[src/rtl/gcb_pkg.sv]
package gcb_pkg;

  localparam int MAX_CELLS_PER_AXIS = 4;
  localparam int NUM_AXES = 3;
  // doubled Q16.16 values plus grid extent and offsets fit in 37 signed bits
  localparam int CW = 37;
  // step counter runs 1 .. MAX_CELLS_PER_AXIS and one past it
  localparam int KW = $clog2(MAX_CELLS_PER_AXIS + 2);
  localparam int ADDR_W = 5;
  localparam int DATA_W = 32;
  localparam int CELLS_W = 3;
  localparam int SIZE_W = 31;
  localparam int COORD_W = 2;
  localparam int INDEX_W = 6;

  typedef enum logic [2:0] {
    REG_CELLS_X = 3'd0,
    REG_CELLS_Y = 3'd1,
    REG_CELLS_Z = 3'd2,
    REG_SIZE_X  = 3'd3,
    REG_SIZE_Y  = 3'd4,
    REG_SIZE_Z  = 3'd5
  } reg_idx_t;

  localparam logic [CELLS_W-1:0] CELLS_RESET = 3'd4;
  localparam logic [SIZE_W-1:0] SIZE_RESET = 31'd655360;

  typedef enum logic [2:0] {
    ST_IDLE,
    ST_EXT,
    ST_GRID,
    ST_OFFS,
    ST_DIV,
    ST_CHECK,
    ST_EMIT
  } state_t;

  typedef struct packed {
    logic signed [31:0] box_min_x;
    logic signed [31:0] box_min_y;
    logic signed [31:0] box_min_z;
    logic signed [31:0] box_max_x;
    logic signed [31:0] box_max_y;
    logic signed [31:0] box_max_z;
    logic signed [31:0] origin_x;
    logic signed [31:0] origin_y;
    logic signed [31:0] origin_z;
    logic               anchored;
  } box_word_t;

  typedef struct packed {
    logic [INDEX_W-1:0] cell_index;
    logic               last_cell;
  } cell_word_t;

  typedef struct packed {
    logic [NUM_AXES-1:0][CELLS_W-1:0] cells;
    logic [NUM_AXES-1:0][SIZE_W-1:0]  size;
  } cfg_t;

  typedef struct packed {
    logic load;
    logic ext;
    logic grid;
    logic offs;
    logic div;
    logic start;
    logic emit;
  } cmd_t;

  typedef struct packed {
    logic div_last;
    logic empty;
    logic last;
    logic out_ready;
  } status_t;

  typedef struct packed {
    logic               empty;
    logic [COORD_W-1:0] lo;
    logic [COORD_W-1:0] hi;
    logic [CELLS_W-1:0] cells;
  } axis_res_t;

  function automatic logic [CELLS_W-1:0] cells_sat(input logic [CELLS_W-1:0] c);
    cells_sat = (c > CELLS_W'(MAX_CELLS_PER_AXIS)) ? CELLS_W'(MAX_CELLS_PER_AXIS) : c;
  endfunction

  function automatic logic [SIZE_W-1:0] size_eff(input logic [SIZE_W-1:0] s);
    size_eff = (s == '0) ? SIZE_W'(1) : s;
  endfunction

endpackage

[src/rtl/aabb_grid_cell_binning_unit.sv]
// channel   | valid      | stall      | payload
// ----------+------------+------------+------------------------------
// box in    | box_valid  | box_stall  | box_word (corners, origin)
// cell out  | cell_valid | cell_stall | cell_word (index, last flag)
// config    | psel/penable/pwrite, pready always high, prdata on read
//
// after its accept a box goes through setup (extent, grid bounds,
// offsets, four compare steps of the per-axis quotient search, range check),
// then one cell per cycle while cell_stall is low; one box at a time.
// a box that misses the grid returns to idle after setup with no word.
// rst is synchronous; it restores the register defaults and drops cell_valid.
// a waiting output word holds while cell_stall is high; the scan waits for it.
module aabb_grid_cell_binning_unit (
  input  logic                        clk,
  input  logic                        rst,
  input  logic                        psel,
  input  logic                        penable,
  input  logic                        pwrite,
  input  logic [gcb_pkg::ADDR_W-1:0]  paddr,
  input  logic [gcb_pkg::DATA_W-1:0]  pwdata,
  output logic [gcb_pkg::DATA_W-1:0]  prdata,
  output logic                        pready,
  input  logic                        box_valid,
  output logic                        box_stall,
  input  gcb_pkg::box_word_t          box_word,
  output logic                        cell_valid,
  input  logic                        cell_stall,
  output gcb_pkg::cell_word_t         cell_word
);

  gcb_pkg::cfg_t    cfg;
  gcb_pkg::cmd_t    cmd;
  gcb_pkg::status_t st;

  gcb_regs u_regs (
    .clk(clk), .rst(rst), .psel(psel), .penable(penable), .pwrite(pwrite),
    .paddr(paddr), .pwdata(pwdata), .prdata(prdata), .pready(pready), .cfg(cfg)
  );

  gcb_ctrl u_ctrl (
    .clk(clk), .rst(rst), .box_valid(box_valid), .st(st),
    .box_stall(box_stall), .cmd(cmd)
  );

  gcb_datapath u_datapath (
    .clk(clk), .rst(rst), .cmd(cmd), .cfg(cfg), .box_word(box_word),
    .cell_stall(cell_stall), .st(st), .cell_valid(cell_valid), .cell_word(cell_word)
  );

endmodule

[src/rtl/gcb_regs.sv]
module gcb_regs (
  input  logic                        clk,
  input  logic                        rst,
  input  logic                        psel,
  input  logic                        penable,
  input  logic                        pwrite,
  input  logic [gcb_pkg::ADDR_W-1:0]  paddr,
  input  logic [gcb_pkg::DATA_W-1:0]  pwdata,
  output logic [gcb_pkg::DATA_W-1:0]  prdata,
  output logic                        pready,
  output gcb_pkg::cfg_t               cfg
);

  gcb_pkg::reg_idx_t idx;
  logic              wr;

  assign pready = 1'b1;
  assign idx = gcb_pkg::reg_idx_t'(paddr[gcb_pkg::ADDR_W-1:2]);
  assign wr = psel & penable & pwrite & pready;

  always_ff @(posedge clk) begin
    if (rst) begin
      for (int a = 0; a < gcb_pkg::NUM_AXES; a++) begin
        cfg.cells[a] <= gcb_pkg::CELLS_RESET;
        cfg.size[a] <= gcb_pkg::SIZE_RESET;
      end
    end else if (wr) begin
      case (idx)
        gcb_pkg::REG_CELLS_X: cfg.cells[0] <= pwdata[gcb_pkg::CELLS_W-1:0];
        gcb_pkg::REG_CELLS_Y: cfg.cells[1] <= pwdata[gcb_pkg::CELLS_W-1:0];
        gcb_pkg::REG_CELLS_Z: cfg.cells[2] <= pwdata[gcb_pkg::CELLS_W-1:0];
        gcb_pkg::REG_SIZE_X:  cfg.size[0] <= pwdata[gcb_pkg::SIZE_W-1:0];
        gcb_pkg::REG_SIZE_Y:  cfg.size[1] <= pwdata[gcb_pkg::SIZE_W-1:0];
        gcb_pkg::REG_SIZE_Z:  cfg.size[2] <= pwdata[gcb_pkg::SIZE_W-1:0];
        default: ;
      endcase
    end
  end

  always_comb begin
    case (idx)
      gcb_pkg::REG_CELLS_X: prdata = gcb_pkg::DATA_W'(cfg.cells[0]);
      gcb_pkg::REG_CELLS_Y: prdata = gcb_pkg::DATA_W'(cfg.cells[1]);
      gcb_pkg::REG_CELLS_Z: prdata = gcb_pkg::DATA_W'(cfg.cells[2]);
      gcb_pkg::REG_SIZE_X:  prdata = gcb_pkg::DATA_W'(cfg.size[0]);
      gcb_pkg::REG_SIZE_Y:  prdata = gcb_pkg::DATA_W'(cfg.size[1]);
      gcb_pkg::REG_SIZE_Z:  prdata = gcb_pkg::DATA_W'(cfg.size[2]);
      default:              prdata = '0;
    endcase
  end

endmodule

[src/rtl/gcb_axis.sv]
module gcb_axis (
  input  logic                            clk,
  input  gcb_pkg::cmd_t                   cmd,
  input  logic signed [31:0]              box_min,
  input  logic signed [31:0]              box_max,
  input  logic signed [31:0]              origin,
  input  logic                            anchored,
  input  logic [gcb_pkg::CELLS_W-1:0]     cells,
  input  logic [gcb_pkg::SIZE_W-1:0]      size,
  input  logic [gcb_pkg::KW-1:0]          k,
  output gcb_pkg::axis_res_t              res
);

  localparam int CW = gcb_pkg::CW;

  logic [gcb_pkg::CELLS_W-1:0] cz, cz_next;
  logic signed [CW-1:0]        sz2, sz2_next;
  logic signed [CW-1:0]        ext, ext_next;
  logic signed [CW-1:0]        gmin2, gmin2_next;
  logic signed [CW-1:0]        gmax2, gmax2_next;
  logic signed [CW-1:0]        rmin, rmax, m;
  logic                        miss_hi;
  logic [gcb_pkg::CELLS_W-1:0] lo_cnt;
  logic [gcb_pkg::COORD_W-1:0] hi_cnt;
  logic signed [CW-1:0]        s_w, o2, b2min, b2max;

  assign cz_next = gcb_pkg::cells_sat(cells);
  assign s_w = {{(CW-gcb_pkg::SIZE_W){1'b0}}, gcb_pkg::size_eff(size)};
  assign sz2_next = s_w <<< 1;

  // extent = size * cells with cells at most four
  always_comb begin
    case (cz_next)
      3'd1:    ext_next = s_w;
      3'd2:    ext_next = s_w <<< 1;
      3'd3:    ext_next = s_w + (s_w <<< 1);
      3'd4:    ext_next = s_w <<< 2;
      default: ext_next = '0;
    endcase
  end

  assign o2 = {{(CW-33){origin[31]}}, origin, 1'b0};
  assign b2min = {{(CW-33){box_min[31]}}, box_min, 1'b0};
  assign b2max = {{(CW-33){box_max[31]}}, box_max, 1'b0};

  assign gmin2_next = anchored ? '0 : (o2 - ext);
  assign gmax2_next = anchored ? (ext <<< 1) : (o2 + ext);

  always_ff @(posedge clk) begin
    if (cmd.ext) begin
      cz <= cz_next;
      sz2 <= sz2_next;
      ext <= ext_next;
    end
    if (cmd.grid) begin
      gmin2 <= gmin2_next;
      gmax2 <= gmax2_next;
    end
    if (cmd.offs) begin
      rmin <= b2min - gmin2;
      rmax <= b2max - gmin2;
      miss_hi <= gmax2 < b2min;
      m <= sz2;
      lo_cnt <= '0;
      hi_cnt <= '0;
    end
    // quotient search: one multiple of the doubled size per step
    if (cmd.div) begin
      if (rmin >= m) begin
        lo_cnt <= lo_cnt + 1'b1;
      end
      if ((rmax >= m) && (gcb_pkg::CELLS_W'(k) < cz)) begin
        hi_cnt <= hi_cnt + 1'b1;
      end
      m <= m + sz2;
    end
  end

  // negative rmax means the grid starts above the box
  assign res.empty = miss_hi | rmax[CW-1] | (cz == '0) | (lo_cnt > {1'b0, hi_cnt});
  assign res.lo = lo_cnt[gcb_pkg::COORD_W-1:0];
  assign res.hi = hi_cnt;
  assign res.cells = cz;

endmodule

[src/rtl/gcb_datapath.sv]
module gcb_datapath (
  input  logic                 clk,
  input  logic                 rst,
  input  gcb_pkg::cmd_t        cmd,
  input  gcb_pkg::cfg_t        cfg,
  input  gcb_pkg::box_word_t   box_word,
  input  logic                 cell_stall,
  output gcb_pkg::status_t     st,
  output logic                 cell_valid,
  output gcb_pkg::cell_word_t  cell_word
);

  gcb_pkg::box_word_t          box_q;
  gcb_pkg::axis_res_t          res [gcb_pkg::NUM_AXES];
  logic [gcb_pkg::KW-1:0]      k;
  logic [gcb_pkg::COORD_W-1:0] x, y, z;
  logic [7:0]                  idx_w;
  logic                        last;

  always_ff @(posedge clk) begin
    if (cmd.load) begin
      box_q <= box_word;
    end
  end

  gcb_axis u_axis_x (
    .clk(clk), .cmd(cmd), .box_min(box_q.box_min_x), .box_max(box_q.box_max_x),
    .origin(box_q.origin_x), .anchored(box_q.anchored), .cells(cfg.cells[0]),
    .size(cfg.size[0]), .k(k), .res(res[0])
  );

  gcb_axis u_axis_y (
    .clk(clk), .cmd(cmd), .box_min(box_q.box_min_y), .box_max(box_q.box_max_y),
    .origin(box_q.origin_y), .anchored(box_q.anchored), .cells(cfg.cells[1]),
    .size(cfg.size[1]), .k(k), .res(res[1])
  );

  gcb_axis u_axis_z (
    .clk(clk), .cmd(cmd), .box_min(box_q.box_min_z), .box_max(box_q.box_max_z),
    .origin(box_q.origin_z), .anchored(box_q.anchored), .cells(cfg.cells[2]),
    .size(cfg.size[2]), .k(k), .res(res[2])
  );

  always_ff @(posedge clk) begin
    if (cmd.offs) begin
      k <= gcb_pkg::KW'(1);
    end else if (cmd.div) begin
      k <= k + 1'b1;
    end
  end

  assign last = (x == res[0].hi) && (y == res[1].hi) && (z == res[2].hi);

  // z, y, x scan; x and y wrap back to their first cell, z only counts up
  always_ff @(posedge clk) begin
    if (cmd.start) begin
      x <= res[0].lo;
      y <= res[1].lo;
      z <= res[2].lo;
    end else if (cmd.emit) begin
      if (x == res[0].hi) begin
        x <= res[0].lo;
        if (y == res[1].hi) begin
          y <= res[1].lo;
          z <= z + 1'b1;
        end else begin
          y <= y + 1'b1;
        end
      end else begin
        x <= x + 1'b1;
      end
    end
  end

  assign idx_w = 8'(z) * 8'(res[0].cells) * 8'(res[1].cells)
               + 8'(y) * 8'(res[0].cells) + 8'(x);

  always_ff @(posedge clk) begin
    if (rst) begin
      cell_valid <= 1'b0;
    end else if (cmd.emit) begin
      cell_valid <= 1'b1;
    end else if (!cell_stall) begin
      cell_valid <= 1'b0;
    end
  end

  always_ff @(posedge clk) begin
    if (cmd.emit) begin
      cell_word.cell_index <= idx_w[gcb_pkg::INDEX_W-1:0];
      cell_word.last_cell <= last;
    end
  end

  assign st.div_last = (k == gcb_pkg::KW'(gcb_pkg::MAX_CELLS_PER_AXIS));
  assign st.empty = res[0].empty | res[1].empty | res[2].empty;
  assign st.last = last;
  assign st.out_ready = !cell_valid || !cell_stall;

  a_emit_room: assert property (@(posedge clk) disable iff (rst)
    cmd.emit |-> st.out_ready)
    else $error("word emitted over a pending output word");

  a_emit_nonempty: assert property (@(posedge clk) disable iff (rst)
    cmd.emit |-> !st.empty)
    else $error("cell emitted for an empty range");

  a_step_range: assert property (@(posedge clk) disable iff (rst)
    cmd.div |-> (k >= gcb_pkg::KW'(1)) && (k <= gcb_pkg::KW'(gcb_pkg::MAX_CELLS_PER_AXIS)))
    else $error("division step counter out of range");

endmodule

[src/rtl/gcb_ctrl.sv]
module gcb_ctrl (
  input  logic              clk,
  input  logic              rst,
  input  logic              box_valid,
  input  gcb_pkg::status_t  st,
  output logic              box_stall,
  output gcb_pkg::cmd_t     cmd
);

  gcb_pkg::state_t state, state_next;

  always_ff @(posedge clk) begin
    if (rst) begin
      state <= gcb_pkg::ST_IDLE;
    end else begin
      state <= state_next;
    end
  end

  always_comb begin
    state_next = state;
    case (state)
      gcb_pkg::ST_IDLE:  if (box_valid) state_next = gcb_pkg::ST_EXT;
      gcb_pkg::ST_EXT:   state_next = gcb_pkg::ST_GRID;
      gcb_pkg::ST_GRID:  state_next = gcb_pkg::ST_OFFS;
      gcb_pkg::ST_OFFS:  state_next = gcb_pkg::ST_DIV;
      gcb_pkg::ST_DIV:   if (st.div_last) state_next = gcb_pkg::ST_CHECK;
      gcb_pkg::ST_CHECK: state_next = st.empty ? gcb_pkg::ST_IDLE : gcb_pkg::ST_EMIT;
      gcb_pkg::ST_EMIT:  if (st.out_ready && st.last) state_next = gcb_pkg::ST_IDLE;
      default:           state_next = gcb_pkg::ST_IDLE;
    endcase
  end

  always_comb begin
    cmd = '0;
    box_stall = 1'b1;
    case (state)
      gcb_pkg::ST_IDLE: begin
        box_stall = 1'b0;
        cmd.load = box_valid;
      end
      gcb_pkg::ST_EXT:   cmd.ext = 1'b1;
      gcb_pkg::ST_GRID:  cmd.grid = 1'b1;
      gcb_pkg::ST_OFFS:  cmd.offs = 1'b1;
      gcb_pkg::ST_DIV:   cmd.div = 1'b1;
      gcb_pkg::ST_CHECK: cmd.start = 1'b1;
      gcb_pkg::ST_EMIT:  cmd.emit = st.out_ready;
      default: ;
    endcase
  end

  a_accept: assert property (@(posedge clk) disable iff (rst)
    (state == gcb_pkg::ST_IDLE && box_valid) |=> state == gcb_pkg::ST_EXT)
    else $error("accepted word did not start setup");

  a_empty_done: assert property (@(posedge clk) disable iff (rst)
    (state == gcb_pkg::ST_CHECK && st.empty) |=> state == gcb_pkg::ST_IDLE)
    else $error("empty box did not return to idle");

  a_last_done: assert property (@(posedge clk) disable iff (rst)
    (cmd.emit && st.last) |=> state == gcb_pkg::ST_IDLE)
    else $error("scan continued past the last cell");

endmodule
[config.mk]
export PLATFORM = sky130hd
export DESIGN_NAME = aabb_grid_cell_binning_unit
export DESIGN_NICKNAME = d
export VERILOG_FILES = /design/src/rtl/gcb_pkg.sv /design/src/rtl/aabb_grid_cell_binning_unit.sv /design/src/rtl/gcb_regs.sv /design/src/rtl/gcb_axis.sv /design/src/rtl/gcb_datapath.sv /design/src/rtl/gcb_ctrl.sv
export SDC_FILE = /design/constraint.sdc
export NUM_CORES = 2
export LEC_CHECK = 0
export BUFFER_PORTS_ARGS = -buffer_cell sky130_fd_sc_hd__buf_4
export CAP_MARGIN = 20
export CELL_PAD_IN_SITES_DETAIL_PLACEMENT = 0
export CELL_PAD_IN_SITES_GLOBAL_PLACEMENT = 1
export CORE_ASPECT_RATIO = 1.75
export CORE_UTILIZATION = 45
export DETAILED_ROUTE_END_ITERATION = 10
export PLACE_DENSITY_LB_ADDON = 0.1
export SLEW_MARGIN = 0
export SYNTH_ARGS = -nofsm -noshare
export SYNTH_HDL_FRONTEND = slang
export SYNTH_SLANG_ARGS = --single-unit
[constraint.sdc]
create_clock -name clk -period 26.1 [get_ports clk]
set_input_delay 1.305 -clock clk [delete_from_list [all_inputs] [get_ports clk]]
set_output_delay 1.305 -clock clk [all_outputs]
set_load 0.01 [all_outputs]
==> flow_metrics.tcl <==
set metrics [dict create \
    die_x_um 325 \
    cp-end-kind "flip-flop" \
    crit_buf_inv 1 \
    crit_path_max_fanout 9 \
    clock-sinks 1176 \
    synthTopCellsByCount "edfxtp_1 (1052), ha_1 (939), nand2_1 (791), a21oi_1 (669), inv_1 (664)" \
    hold_path.class "flip-flop to flip-flop" \
    nets 9893 \
    tns_ns 0 \
    cts_made_buffers 121 \
    powerDensity_nw_per_um2 112 \
    synth_seq_cells 1176 \
    vdd_drop_max_uv 86.8 \
    placed_cell_area_um2 87000 \
    worstPathArrival_ns 5.96 \
    hold_ws_ns 0.482 \
    syn-cell-area_um2 82000 \
    vias 63761 \
    grt_pass1_wl_mm 379 \
    die_area_um2 184000 \
    hold_viol_final 0 \
    ys_warn_count 0 \
    std_cell_rows 207 \
    drtPass1Iterations 7 \
    clkTransAtPathRegs_ns 0.07 \
    p_leak_nw 37.9 \
    design_area_um2 91200 \
    finalMaxSlewViolations 0 \
    cp_cell_sequence "nor4_1, nand4_1, o21bai_1, ha_1, inv_1, fa_1, nor2b_1, o31a_1, o211a_1, o2111ai_1, a31oi_1, a311o_1, nand3_1, a21oi_1, o21ai_0, a221o_1" \
    cts-root-buf "clkbuf_16" \
    synth_nets 9704 \
    io_buffers 369 \
    design_power_total_mw 10.2 \
    critPathRequiredTime_ns 26.59 \
    ios 375 \
    grt_pass1_vias 64231 \
    cts_setup_buffers 0 \
    fp.dieH_um 567 \
    crit_type "flip-flop to flip-flop" \
    ys_async_sr_fraction_pct 0 \
    detail_route.vias_per_cell 5.74 \
    relSlewSlack_pct 23.5 \
    core_area_um2 181000 \
    wl_per_cell_um 23.0 \
    drive_gt1_share_pct 8.59 \
    clockBufferDepth 3 \
    grt_remaining_overflow 0 \
    cts-hold-fix-buffers 0 \
    fin_crit_ns 5.47 \
    clock.fmax_mhz 183 \
    max_cap_viol_count 0 \
    dp_cells 10873 \
    gr-usage-all-layers_pct 27.1 \
    utilization_pct 50.3 \
    synth_area_leaders "edfxtp_1 (39%), ha_1 (14%), a21oi_1 (4.1%)" \
    fin_crit_sh_pct 20.9 \
    gp_congestion 0.951 \
    routed_wl_mm 256 \
    rsz0062_at_grt "false" \
    post_cts_resize_count 0 \
    status "complete, no violations" \
    seq_area_frac_synth_pct 41.5 \
    synth_most_common_cell "edfxtp_1" \
    grt_max_degree 174 \
    insertion_delay_ns 0.79 \
    synthFlopType "edfxtp_1" \
    antenna_found_initial 34 \
    synth_edf_count 1052 \
    netlist_instances 8404 \
    synth.distinct_cells 105 \
    drt_iter0_drc 3806 \
    areaGrowthSynthToFinish_pct 11.2 \
    setup_violations 0 \
    cts_tree "done" \
    drtAntennaViolNets 0 \
    tightest_slew_ns 1.14 \
    post_synth.cell_area_avg_um2 9.76 \
    crit_slowest_cell "o21bai_1" \
    start_util_pct 45.2 \
    yosysTopAreaCell "edfxtp_1" \
    start_kind "flip-flop" \
    pre_cts_ws_ns 20.57 \
    route.detailed.drc 0 \
    htreeDepth 3 \
    crit_family "compound AO/OA/AOI/OAI gates" \
    critPathMaxStageDelay_ns 0.63 \
    worst_slack_ns 20.63 \
    hpwlAfterDp_mm 203 \
    final_cells 11114 \
    fin_skew_ns 0.0396 \
    yosysTopAreaCellShare_pct 38.5 \
]
==> metal layers <==
layer / track usage (%) / part of all wire (%) / vias to the layer above
li1: - / - / 31066
met1: 29.4 / 38 / 30646
met2: 50.7 / 52 / 1504
met3: 4.13 / 4.7 / 499
met4: 13.1 / 5.4 / 46
met5: 0 / 0.11 / -
==> layout by cell type (no fill, tap or decap), drive strengths merged, types with 28 or more instances in the layout <==
master	synthesis	final
edfxtp	1052	1052
ha	939	939
nand2	792	792
a21oi	673	673
inv	668	673
o21ai	525	525
nor2	485	485
buf	40	434
xnor2	361	361
a21o	313	313
xor2	172	172
nor3	159	159
clkbuf	328	140
nor2b	126	126
dfxtp	124	124
nand2b	113	113
nand3	103	103
o21bai	102	102
nand4	95	95
a22oi	94	94
o21a	90	90
a211oi	87	87
o221ai	81	81
mux2i	76	76
a31oi	73	73
and2	57	57
and3	54	54
clkinv	4	53
nor4	48	48
o211ai	45	45
or3	39	39
o31ai	33	33
fa	28	28
==> power breakdown <==
group | internal, mW | switching, mW
combinational | 1.98 | 3.10
sequential | 2.88 | 0.342
clock | 1.06 | 0.810
total | 5.92 | 4.25
==> logic make-up after synthesis <==
group	after synthesis	share of synthesized area, %
AOI/OAI and AO/OA	2394	19.0
and+or+nand+nor	2194	12.7
DFF	1176	41.5
buffers and inverters	1040	4.81
adders and majority gates	968	15.0
xor gates and xnor gates	533	5.69
muxes	97	1.22
other	2	0.00916
==> sequential cells by signal, summed over array words and instances, names as in the netlist, 36 cells and up <==
register,flops
u_datapath.box_q,289
u_datapath.u_axis_x.gmax2,36
u_datapath.u_axis_x.gmin2,37
u_datapath.u_axis_x.m,36
u_datapath.u_axis_x.rmax,36
u_datapath.u_axis_x.rmin,37
u_datapath.u_axis_y.gmax2,36
u_datapath.u_axis_y.gmin2,37
u_datapath.u_axis_y.m,36
u_datapath.u_axis_y.rmax,36
u_datapath.u_axis_y.rmin,37
u_datapath.u_axis_z.gmax2,36
u_datapath.u_axis_z.gmin2,37
u_datapath.u_axis_z.m,36
u_datapath.u_axis_z.rmax,36
u_datapath.u_axis_z.rmin,37
u_regs.cfg,102
==> final cells by class <==
class	instances	area, um2
repair buffers	434	3310
diodes	11	27.5
well taps	2403	3010
flip-flops and latches	1176	34100
fillers	16928	90100
inverters	672	2530
clock buffers	140	3140
clock inverters	90	1020
multi-input cells	6188	44100
==> worst paths after layout <==
check	startpoint	endpoint	slack (ns)	depth (start not counted)
hold / removal	u_datapath.u_axis_y.lo_cnt[2]$_DFF_P_	u_datapath.u_axis_y.lo_cnt[2]$_DFF_P_	0.48	1
hold reg to reg	u_datapath.u_axis_y.lo_cnt[2]$_DFF_P_	u_datapath.u_axis_y.lo_cnt[2]$_DFF_P_	0.48	1
setup reg to reg	u_regs.cfg[53]$_SDFFE_PP0P_	u_datapath.u_axis_y.ext[31]$_DFFE_PP_	20.63	16
setup / recovery	u_regs.cfg[53]$_SDFFE_PP0P_	u_datapath.u_axis_y.ext[31]$_DFFE_PP_	20.63	16
(Power assumes the default switching activity.)
